$ cat config.mk
export PLATFORM = sky130hd
export DESIGN_NAME = ibt_ctrl
export DESIGN_NICKNAME = d
export VERILOG_FILES = /design/src/ibt_pkg.sv /design/src/ibt_ctrl.sv
export SDC_FILE = /design/constraint.sdc
export NUM_CORES = 1
export LEC_CHECK = 0
export BUFFER_PORTS_ARGS = -buffer_cell sky130_fd_sc_hd__buf_4
export CAP_MARGIN = 25
export CELL_PAD_IN_SITES_DETAIL_PLACEMENT = 1
export CELL_PAD_IN_SITES_GLOBAL_PLACEMENT = 1
export CORE_MARGIN = 4
export CORE_UTILIZATION = 25
export DETAILED_ROUTE_END_ITERATION = 8
export GPL_TIMING_DRIVEN = 0
export PLACE_DENSITY_LB_ADDON = 0.1
export RECOVER_POWER = 50
export SLEW_MARGIN = 30
export SYNTH_ARGS = -nofsm -noshare
export SYNTH_HDL_FRONTEND = slang
export SYNTH_SLANG_ARGS = --single-unit
$ cat constraint.sdc
create_clock -name clk -period 1.5 [get_ports clk]
set_input_delay 0.3 -clock clk [delete_from_list [all_inputs] [get_ports clk]]
set_output_delay 0.3 -clock clk [all_outputs]
set_load 0.01 [all_outputs]
$ cat src/ibt_pkg.sv
// ----------------------------------------------------------------------------
// ibt_pkg
// Shared types and constants of the IoU box tracker.
// ----------------------------------------------------------------------------
package ibt_pkg;

	localparam logic [1:0] ACT_START = 2'd0;
	localparam logic [1:0] ACT_RECT  = 2'd1;
	localparam logic [1:0] ACT_END   = 2'd2;

	localparam logic [2:0] REG_IOU    = 3'd0;
	localparam logic [2:0] REG_GAIN   = 3'd1;
	localparam logic [2:0] REG_AGE    = 3'd2;
	localparam logic [2:0] REG_MISS   = 3'd3;
	localparam logic [2:0] REG_WIDTH  = 3'd4;
	localparam logic [2:0] REG_HEIGHT = 3'd5;

	typedef enum logic [3:0] {
		ST_IDLE,
		ST_START,
		ST_SCAN,
		ST_DECIDE,
		ST_UPDATE,
		ST_APPEND,
		ST_COMPACT,
		ST_EMIT,
		ST_EMPTY
	} state_t;

	typedef struct packed {
		logic start;
		logic scan_clear;
		logic scan_step;
		logic update;
		logic pend_store;
		logic append_step;
		logic append_done;
		logic compact_step;
		logic emit_step;
		logic emit_empty;
	} cmd_t;

	typedef struct packed {
		logic scan_done;
		logic match;
		logic append_done;
		logic compact_done;
		logic emit_done;
		logic emit_hit;
		logic emit_last;
	} sts_t;

endpackage

$ cat src/ibt_ctrl.sv
// ----------------------------------------------------------------------------
// ibt_ctrl
// Sequencer of the tracker: steps the datapath through one request.
// ----------------------------------------------------------------------------
module ibt_ctrl import ibt_pkg::*; (
	input  logic       clk,
	input  logic       arst_n,
	input  logic       in_valid,
	output logic       in_ready,
	input  logic [1:0] action,
	input  logic       out_free,
	input  sts_t       sts,
	output cmd_t       cmd
);

	state_t state_q, state_d;

	always_ff @(posedge clk or negedge arst_n) begin
		if (!arst_n) begin
			state_q <= ST_IDLE;
		end else begin
			state_q <= state_d;
		end
	end

	always_comb begin
		state_d = state_q;
		case (state_q)
			ST_IDLE: begin
				if (in_valid) begin
					case (action)
						ACT_START: state_d = ST_START;
						ACT_RECT:  state_d = ST_SCAN;
						ACT_END:   state_d = ST_APPEND;
						default:   state_d = ST_IDLE;
					endcase
				end
			end
			ST_START:   state_d = ST_IDLE;
			ST_SCAN:    if (sts.scan_done) state_d = ST_DECIDE;
			ST_DECIDE:  state_d = ST_UPDATE;
			ST_UPDATE:  state_d = ST_IDLE;
			ST_APPEND:  if (sts.append_done) state_d = ST_COMPACT;
			ST_COMPACT: if (sts.compact_done) state_d = ST_EMIT;
			ST_EMIT: begin
				if (sts.emit_done) begin
					state_d = ST_EMPTY;
				end else if (out_free && sts.emit_hit && sts.emit_last) begin
					state_d = ST_IDLE;
				end
			end
			ST_EMPTY:   if (out_free) state_d = ST_IDLE;
			default:    state_d = ST_IDLE;
		endcase
	end

	always_comb begin
		cmd = '0;
		in_ready = 1'b0;
		case (state_q)
			ST_IDLE: begin
				in_ready = 1'b1;
				cmd.scan_clear = 1'b1;
			end
			ST_START:   cmd.start = 1'b1;
			ST_SCAN:    cmd.scan_step = 1'b1;
			ST_UPDATE: begin
				cmd.update = sts.match;
				cmd.pend_store = !sts.match;
			end
			ST_APPEND: begin
				cmd.append_step = !sts.append_done;
				cmd.append_done = sts.append_done;
			end
			ST_COMPACT: cmd.compact_step = 1'b1;
			ST_EMIT:    cmd.emit_step = out_free || !sts.emit_hit;
			ST_EMPTY:   cmd.emit_empty = out_free;
			default:    cmd = '0;
		endcase
	end

endmodule

==> qor.yml, run 1 <==
critical_path:
  critPathMaxStageDelay_ns: 0.40
  crit_path_max_fanout: 7
  cpMaxStageDelayCell: "dfrtp_1"
  cp_data_arrival_time_ns: 1.32
  rrSetupSlack_ns: -0.04
  crit_path_end_kind: "output pin"
  worst-r2r-cell-count: 5
  required_ns: 1.20
  crit_top_cell: "buf_4"
  path_class: "reg -> out"
  cp-start-kind: "register"
  crit_chain: "buf_8 -> buf_4 -> nor3_2 -> buf_4"
  r2r-end: "state_q[2]$_DFFE_PN0P_"
  r2r_start: "state_q[2]$_DFFE_PN0P_"
yosys:
  ys_seq_elements: 4
  ys.warnings.count: 0
  ys_top_cells_by_count: "6 x nand2_1, 6 x nor2_1, 4 x a21oi_1, 4 x dfrtp_1, 3 x nor3_1"
  yosys-top-cells-area: "dfrtp_1 25%, nand2_1 5.7%, nor2_1 5.7%"
  synthCells: 54
  synthFlopType: "dfrtp_1"
  syn_area_um2: 397
  synthArstFlopShare_pct: 100
  yosysTopAreaCell: "dfrtp_1"
  ys_seq_area_share_pct: 25.2
  yosys.cell_types.count: 30
  synth_top_area_share_pct: 25.2
  syn_area_per_cell_um2: 7.35
  synth_edf_count: 0
  syn-num-nets: 67
clock_network:
  cts_sinks: 4
  h-tree-depth: 1
  cts_tree: "done"
  cts_buffers: 3
  clock_latency_ns: 0.23
  root_buffer: "clkbuf_4"
  clk_pin_slew_ns: 0.04
  clock_path_buffers: 2
timing:
  hold_viol: 0
  skew_ns: 0.00610
  tightest_slew_ns: 0.263
  worst_slack_ns: -0.117
  max_slew_margin_pct: 82.2
  tns_ns: -0.589
  setup_viol: 10
  timing.hold.ws_ns: 0.283
  fmax_ghz: 0.619
  rsz0062_at_grt: "true"
  period_needed_ns: 1.62
  drv_slew: 0
  fin_crit_sh_pct: 108
place:
  place_area_um2: 596
  place_hpwl_um: 1020
  dp.cells: 93
  routabilityCongestion: 0.744
  port_buffers: 23
  place_ws_ns: -0.114
power:
  power_frac_seq_pct: 12.5
  clockPowerShare_pct: 8.0
  p_switching_mw: 0.679
  power.internal_mw: 0.971
  p_per_area_nw_per_um2: 1910
  p_total_mw: 1.65
  p_sw_share_pct: 41.1
  p_leak_nw: 0.413
  combPwrFrac_pct: 79.5
  peakVddDrop_mv: 0.778
cells_and_area:
  syn_to_final_growth_pct: 118
  nNetsFinal: 110
  layout.cells.non_filler: 111
  utilization_pct: 57.5
  largest_reg_flops: 4
  reg.largest.list: "state_q: 4 flops"
  top_register: "state_q"
  stdcell_area_um2: 866
  n_antenna_cell: 0
  drive_gt1_share_pct: 67.4
route:
  num_vias: 574
  drc: 0
  drt_iter0_drc: 5
  routed_wl_um: 1730
  drtAntennaViolNets: 0
  dr.pass1.iters: 2
  avgViaCountPerCell: 5.17
  avgRoutedWirePerCell_um: 15.5
worst_hold_path:
  hp-start: "out_free"
  min_delay_worst_endpoint: "state_q[3]$_DFFE_PN0P_"
  hold_path_depth: 2
  hold_path_class: "in -> reg"
floorplanning:
  core_area_um2: 1510
  die_w_um: 47.8
  fp-row-count: 14
  dieArea_um2: 2290
  ios: 24
  initial_core_util_pct: 26.3
  die_y_um: 47.8
global_routing:
  grt_overflow: 0
  antenna_found_initial: 0
  grt_max_degree: 11
  grt_usage_pct: 16.6
  grt_pass1_wl_um: 2610
  grt_pass1_vias: 601
outcome:
  violations: "setup timing"
  run_status: "complete, but fails checks"
job:
  drv_cap: 0
## area by class of cell
class | instances | area, um2
flip-flops and latches | 4 | 103
fillers | 179 | 641
multi-input cells | 42 | 350
plain buffers | 4 | 52.6
repair buffers | 39 | 307
inverters | 3 | 11.3
well taps | 16 | 20.0
clock buffers | 3 | 22.5
## worst max-delay path, delay by kind of cell (launching register included)
kind	cells	cell delay, ns
flops	1	0.40
simple gates	1	0.22
buf+inv	3	0.47
## power by group through the flow
stage | clock, mW | combinational [mW] | sequential, mW
5_1_grt | 0.148 | 1.41 | 0.210
2_1_floorplan | 0 | 0.497 | 0.183
3_3_place_gp | 0 | 0.748 | 0.200
3_5_place_dp | 0 | 0.745 | 0.198
4_1_cts | 0.135 | 1.13 | 0.193
6_report | 0.132 | 1.31 | 0.206
## how the worst max path moves through the flow
stage                     cells after the start     end                    from  slack [ns]
after detailed placement                      5  cmd[4]  state_q[3]$_DFFE_PN0P_       -0.11
after global placement                        4  cmd[4]  state_q[0]$_DFFE_PN0P_       -0.14
after CTS                                     4  cmd[8]  state_q[0]$_DFFE_PN0P_       -0.09
after global routing                          4  cmd[4]  state_q[3]$_DFFE_PN0P_       -0.18
after floorplan                               3  cmd[8]  state_q[2]$_DFFE_PN0P_        0.01
final                                         4  cmd[4]  state_q[1]$_DFFE_PN0P_       -0.12
## metal layers
metal | wire (um) | track usage (%) | vias to the layer above
met1 | 729 | 20.3 | 278
li1 | - | - | 278
met2 | 924 | 27.4 | 16
met3 | 57 | 4.51 | 2
met4 | 14 | 6.45 | 0
met5 | 0 | 0 | -
## cell usage in the layout, fill, tap and decap left out, types with 2 or more instances in the layout
cell type / netlist / routed
inv_1: 2 / 2
a31oi_1: 2 / 2
clkbuf_4: 0 / 3
buf_4: 1 / 34
a21oi_1: 4 / 3
dfrtp_2: 0 / 2
nand2_2: 0 / 2
nor3_2: 0 / 3
nor2b_4: 0 / 2
nor2_1: 6 / 5
buf_6: 0 / 4
dfrtp_1: 4 / 2
nand2_1: 6 / 4
buf_8: 0 / 3
## timing repair
| item | 4_1_cts | 5_1_grt |
|---|---|---|
| buffers inserted | 11 | 4 |
| hold buffers | 1 | 0 |
| setup endpoints to repair | 11 | 13 |
| pin swaps | 4 | 9 |
| cloned | 0 | 0 |
| resized for setup | 22 | 12 |
| hold endpoints to repair | 4 | 0 |
## cell families after synthesis
logic type | after synthesis | synth area share, %
buffers and inverters | 8 | 9.15
multiplexers | 1 | 3.78
flip-flops | 4 | 25.2
AND/OR/NAND/NOR | 27 | 36.6
AO/OA/AOI/OAI | 14 | 25.2
(Power assumes the default switching activity.)
==> inputs of run 2 (changes only) <==
--- a/config.mk
+++ b/config.mk
@@ -10,7 +10,7 @@
 export CELL_PAD_IN_SITES_DETAIL_PLACEMENT = 1
 export CELL_PAD_IN_SITES_GLOBAL_PLACEMENT = 1
 export CORE_MARGIN = 4
-export CORE_UTILIZATION = 25
+export CORE_UTILIZATION = 24
 export DETAILED_ROUTE_END_ITERATION = 8
 export GPL_TIMING_DRIVEN = 0
 export PLACE_DENSITY_LB_ADDON = 0.1
==> constraint.sdc (replaced) <==
create_clock -name clk -period 1.3 [get_ports clk]
set_input_delay 0.26 -clock clk [delete_from_list [all_inputs] [get_ports clk]]
set_output_delay 0.26 -clock clk [all_outputs]
set_load 0.01 [all_outputs]
==> qor.yml, run 2 (synthesized netlist as in run 1, its figures left out) <==
power:
  p_total_mw: 2.19
  p_leak_nw: 0.468
  p_per_area_nw_per_um2: 2260
  peakVddDrop_mv: 1.09
cells_and_area:
  drive_gt1_share_pct: 75.0
  final_common_cell: "buf_4"
  n_fill_cell: 180
  largest_reg_flops: 4
  top_register: "state_q"
  nNetsFinal: 119
  n_antenna_cell: 0
  syn_to_final_growth_pct: 145
  layout_common_cells: "38 x buf_4, 9 x buf_6, 4 x nand2_2, 4 x clkbuf_4"
  layout.cells.non_filler: 120
  reg.largest.list: "state_q: 4 flops"
critical_path:
  crit_top_cell: "buf_6"
  crit_path_end_kind: "output pin"
  cp-start-kind: "register"
  critPathMaxStageDelay_ns: 0.44
  path_class: "reg -> out"
  crit_chain: "nor2b_4 -> buf_6 -> buf_6 -> nand2_2 -> nor2_2 -> buf_4"
  cp_data_arrival_time_ns: 1.35
  crit_path_max_fanout: 3
  required_ns: 1.04
  cpMaxStageDelayCell: "dfrtp_2"
clock_network:
  clock_path_buffers: 2
  root_buffer: "clkbuf_4"
  cts_buffers: 3
  clock_latency_ns: 0.24
  cts_tree: "done"
  clk_pin_slew_ns: 0.04
  cts_sinks: 4
  h-tree-depth: 1
floorplanning:
  fp-row-count: 14
  core_area_um2: 1540
  initial_core_util_pct: 25.7
  die_y_um: 48.7
  die_w_um: 48.7
  dieArea_um2: 2370
  ios: 24
timing:
  fmax_ghz: 0.623
  setup_viol: 14
  max_slew_margin_pct: 76.0
  tns_ns: -3.20
  skew_ns: 0.00221
  hold_viol: 0
  rsz0062_at_grt: "true"
  drv_slew: 0
  fin_crit_sh_pct: 123
  period_needed_ns: 1.61
  worst_slack_ns: -0.305
  tightest_slew_ns: 0.355
  timing.hold.ws_ns: 0.236
route:
  num_vias: 613
  drtAntennaViolNets: 0
  drt_iter0_drc: 8
  routed_wl_um: 2030
  avgViaCountPerCell: 5.11
  drc: 0
  avgRoutedWirePerCell_um: 17.0
  dr.pass1.iters: 4
place:
  place_hpwl_um: 1070
  place_ws_ns: -0.261
  routabilityCongestion: 0.710
  dp.cells: 93
  port_buffers: 23
outcome:
  run_status: "complete, but fails checks"
  violations: "setup timing"
worst_hold_path:
  hold_path_class: "in -> reg"
global_routing:
  grt_pass1_vias: 662
  grt_max_degree: 9
  grt_pass1_wl_um: 2980
  grt_usage_pct: 16.0
  antenna_found_initial: 0
  grt_overflow: 0
job:
  drv_cap: 0
-- run 2: through the flow --
step                      cell area, um2  utilization [%]
final                                971             63.0
after global routing                 971             63.0
after CTS                            850             55.1
after detailed placement             609             39.5
after global placement               609             39.5
after floorplan                      417                -
-- run 2: layout make-up --
cell class,count,area (um2),share of cell area (%)
timing repair buffer,48,389,40.1
multi-input combinational,42,378,38.9
sequential,4,103,10.6
buffer,4,47.5,4.90
clock buffer,3,22.5,2.32
tap,16,20.0,2.06
inverter,3,11.3,1.16
-- run 2: power by group --
group	internal [mW]	switching, mW
logic	1.02	0.780
registers	0.178	0.0580
clock network	0.104	0.0560
total	1.30	0.894
-- run 2: layer usage --
metal  vias up  global-route usage [%]  part of all wire (%)
met4         0                    4.04                   1.5
met2        22                    28.7                    56
met3         4                    5.21                   3.9
met1       292                    17.8                    38
met5         -                       0                     0
li1        295                       -                     -
-- run 2: timing repair --
action / 4_1_cts / 5_1_grt
endpoints found under the hold margin: 4 / 0
gates cloned: 1 / 0
setup endpoints to repair: 15 / 14
hold buffers: 1 / 0
buffers inserted: 14 / 9
pin swaps: 5 / 11
gates resized for setup: 27 / 14
-- run 2: path summary, 6_finish.rpt --
check                      slack [ns]                endpoint  cells after the start                    from
max                             -0.31                  cmd[5]                      6  state_q[3]$_DFFE_PN0P_
min                              0.24  state_q[3]$_DFFE_PN0P_                      2                out_free
max reg2reg                     -0.21  state_q[1]$_DFFE_PN0P_                      5  state_q[2]$_DFFE_PN0P_
min reg2reg                      0.76  state_q[1]$_DFFE_PN0P_                      2  state_q[3]$_DFFE_PN0P_
max in group asynchronous        0.72  state_q[2]$_DFFE_PN0P_                      2                  arst_n
min in group asynchronous        0.38  state_q[0]$_DFFE_PN0P_                      2                  arst_n
-- run 2: critical path: cells and delay by family (launching register included) --
kind	cells	cell delay [ns]
DFF	1	0.44
buffers and inverters	3	0.34
and+or+nand+nor	3	0.33
==> inputs of run 3 (changes only) <==
--- a/config.mk
+++ b/config.mk
@@ -13,8 +13,9 @@
 export CORE_UTILIZATION = 24
 export DETAILED_ROUTE_END_ITERATION = 8
 export GPL_TIMING_DRIVEN = 0
-export PLACE_DENSITY_LB_ADDON = 0.1
+export PLACE_DENSITY = 0.74
 export RECOVER_POWER = 50
+export SKIP_CTS_REPAIR_TIMING = 1
 export SLEW_MARGIN = 30
 export SYNTH_ARGS = -nofsm -noshare
 export SYNTH_HDL_FRONTEND = slang
==> qor.yml, run 3 (synthesized netlist as in run 1, its figures left out) <==
outcome:
  run_status: "complete, but fails checks"
  violations: "setup timing"
critical_path:
  crit_path_end_kind: "output pin"
  required_ns: 1.04
  path_class: "reg -> out"
  cp_data_arrival_time_ns: 1.31
  cp-start-kind: "register"
  crit_path_max_fanout: 7
power:
  p_sw_share_pct: 41.2
  p_leak_nw: 0.390
  peakVddDrop_mv: 0.988
  p_switching_mw: 0.718
  power.internal_mw: 1.02
  clockPowerShare_pct: 9.1
  combPwrFrac_pct: 77.2
  p_per_area_nw_per_um2: 2180
  power_frac_seq_pct: 13.7
route:
  drtAntennaViolNets: 0
  num_vias: 545
  drt_iter0_drc: 9
  drc: 0
  routed_wl_um: 1550
  avgRoutedWirePerCell_um: 14.5
  avgViaCountPerCell: 5.09
  dr.pass1.iters: 4
global_routing:
  antenna_found_initial: 0
  grt_overflow: 0
  grt_pass1_vias: 546
  grt_usage_pct: 12.5
  grt_max_degree: 11
  grt_pass1_wl_um: 2420
clock_network:
  root_buffer: "clkbuf_4"
  cts_tree: "done"
  cts_buffers: 3
  clk_pin_slew_ns: 0.04
  cts_sinks: 4
  clock_path_buffers: 2
  clock_latency_ns: 0.24
  h-tree-depth: 1
cells_and_area:
  stdcell_area_um2: 800
  drive_gt1_share_pct: 64.8
  reg.largest.list: "state_q: 4 flops"
  syn_to_final_growth_pct: 102
  n_antenna_cell: 0
  top_register: "state_q"
  layout_common_cells: "32 x buf_4, 4 x buf_6, 4 x nand2_1, 4 x nor2_1"
  largest_reg_flops: 4
  nNetsFinal: 106
  utilization_pct: 51.9
  final_common_cell: "buf_4"
timing:
  tightest_slew_ns: 0.287
  hold_viol: 0
  tns_ns: -2.86
  worst_slack_ns: -0.270
  drv_slew: 0
  fin_crit_sh_pct: 121
  max_slew_margin_pct: 80.6
  skew_ns: 0.00666
  period_needed_ns: 1.57
  fmax_ghz: 0.637
  rsz0062_at_grt: "true"
  setup_viol: 14
worst_hold_path:
  hold_path_class: "in -> reg"
place:
  routabilityCongestion: 0.769
  place_hpwl_um: 1050
  place_ws_ns: -0.289
  place_area_um2: 609
  port_buffers: 23
floorplanning:
  dieArea_um2: 2370
  die_y_um: 48.7
  core_area_um2: 1540
  ios: 24
  fp-row-count: 14
  die_w_um: 48.7
  initial_core_util_pct: 25.7
job:
  drv_cap: 0
-- run 3: worst paths after layout --
path | cells past startpoint | slack, ns | startpoint | endpoint
max in group asynchronous | 2 | 0.72 | arst_n | state_q[3]$_DFFE_PN0P_
hold / removal | 2 | 0.24 | out_free | state_q[3]$_DFFE_PN0P_
min in group asynchronous | 2 | 0.38 | arst_n | state_q[1]$_DFFE_PN0P_
setup reg to reg | 5 | -0.24 | state_q[2]$_DFFE_PN0P_ | state_q[1]$_DFFE_PN0P_
setup / recovery | 4 | -0.27 | state_q[3]$_DFFE_PN0P_ | cmd[4]
hold reg to reg | 1 | 0.62 | state_q[3]$_DFFE_PN0P_ | state_q[1]$_DFFE_PN0P_
-- run 3: power by group through the flow --
stage               sequential [mW]  clock [mW]  combinational [mW]
finish                        0.238       0.159                1.34
global route                  0.245       0.174                1.47
CTS                           0.226       0.161               0.903
detailed placement            0.228           0               0.896
global placement              0.228           0               0.887
floorplan                     0.211           0               0.606
-- run 3: critical path: stages, from the launching register on --
cell and delay [ns]:
dfrtp_2 0.47, nor2b_4 0.20, nand2_2 0.09, nor3_2 0.16, buf_4 0.16
-- run 3: per-stage QoR --
step / std cells / hold WS, ns / total power, mW
after floorplan: 54 / -0.0356 / 0.817
after global placement: 93 / 0.0572 / 1.11
after detailed placement: 93 / 0.0575 / 1.12
after CTS: 96 / -0.195 / 1.29
after global routing: 107 / 0.233 / 1.89
final: 107 / 0.242 / 1.74
-- run 3: cell type report --
class	instances	area [um2]
flip-flops and latches	4	103
well taps	16	20.0
clock buffers	3	22.5
inverters	3	11.3
plain buffers	4	45.0
multi-input cells	42	329
fillers	191	742
repair buffers	35	269
-- run 3: layer usage --
layer	GRT usage, %	wire, um
met2	21.3	808
met1	14.9	690
met4	4.04	0
met5	0	0
met3	3.37	49
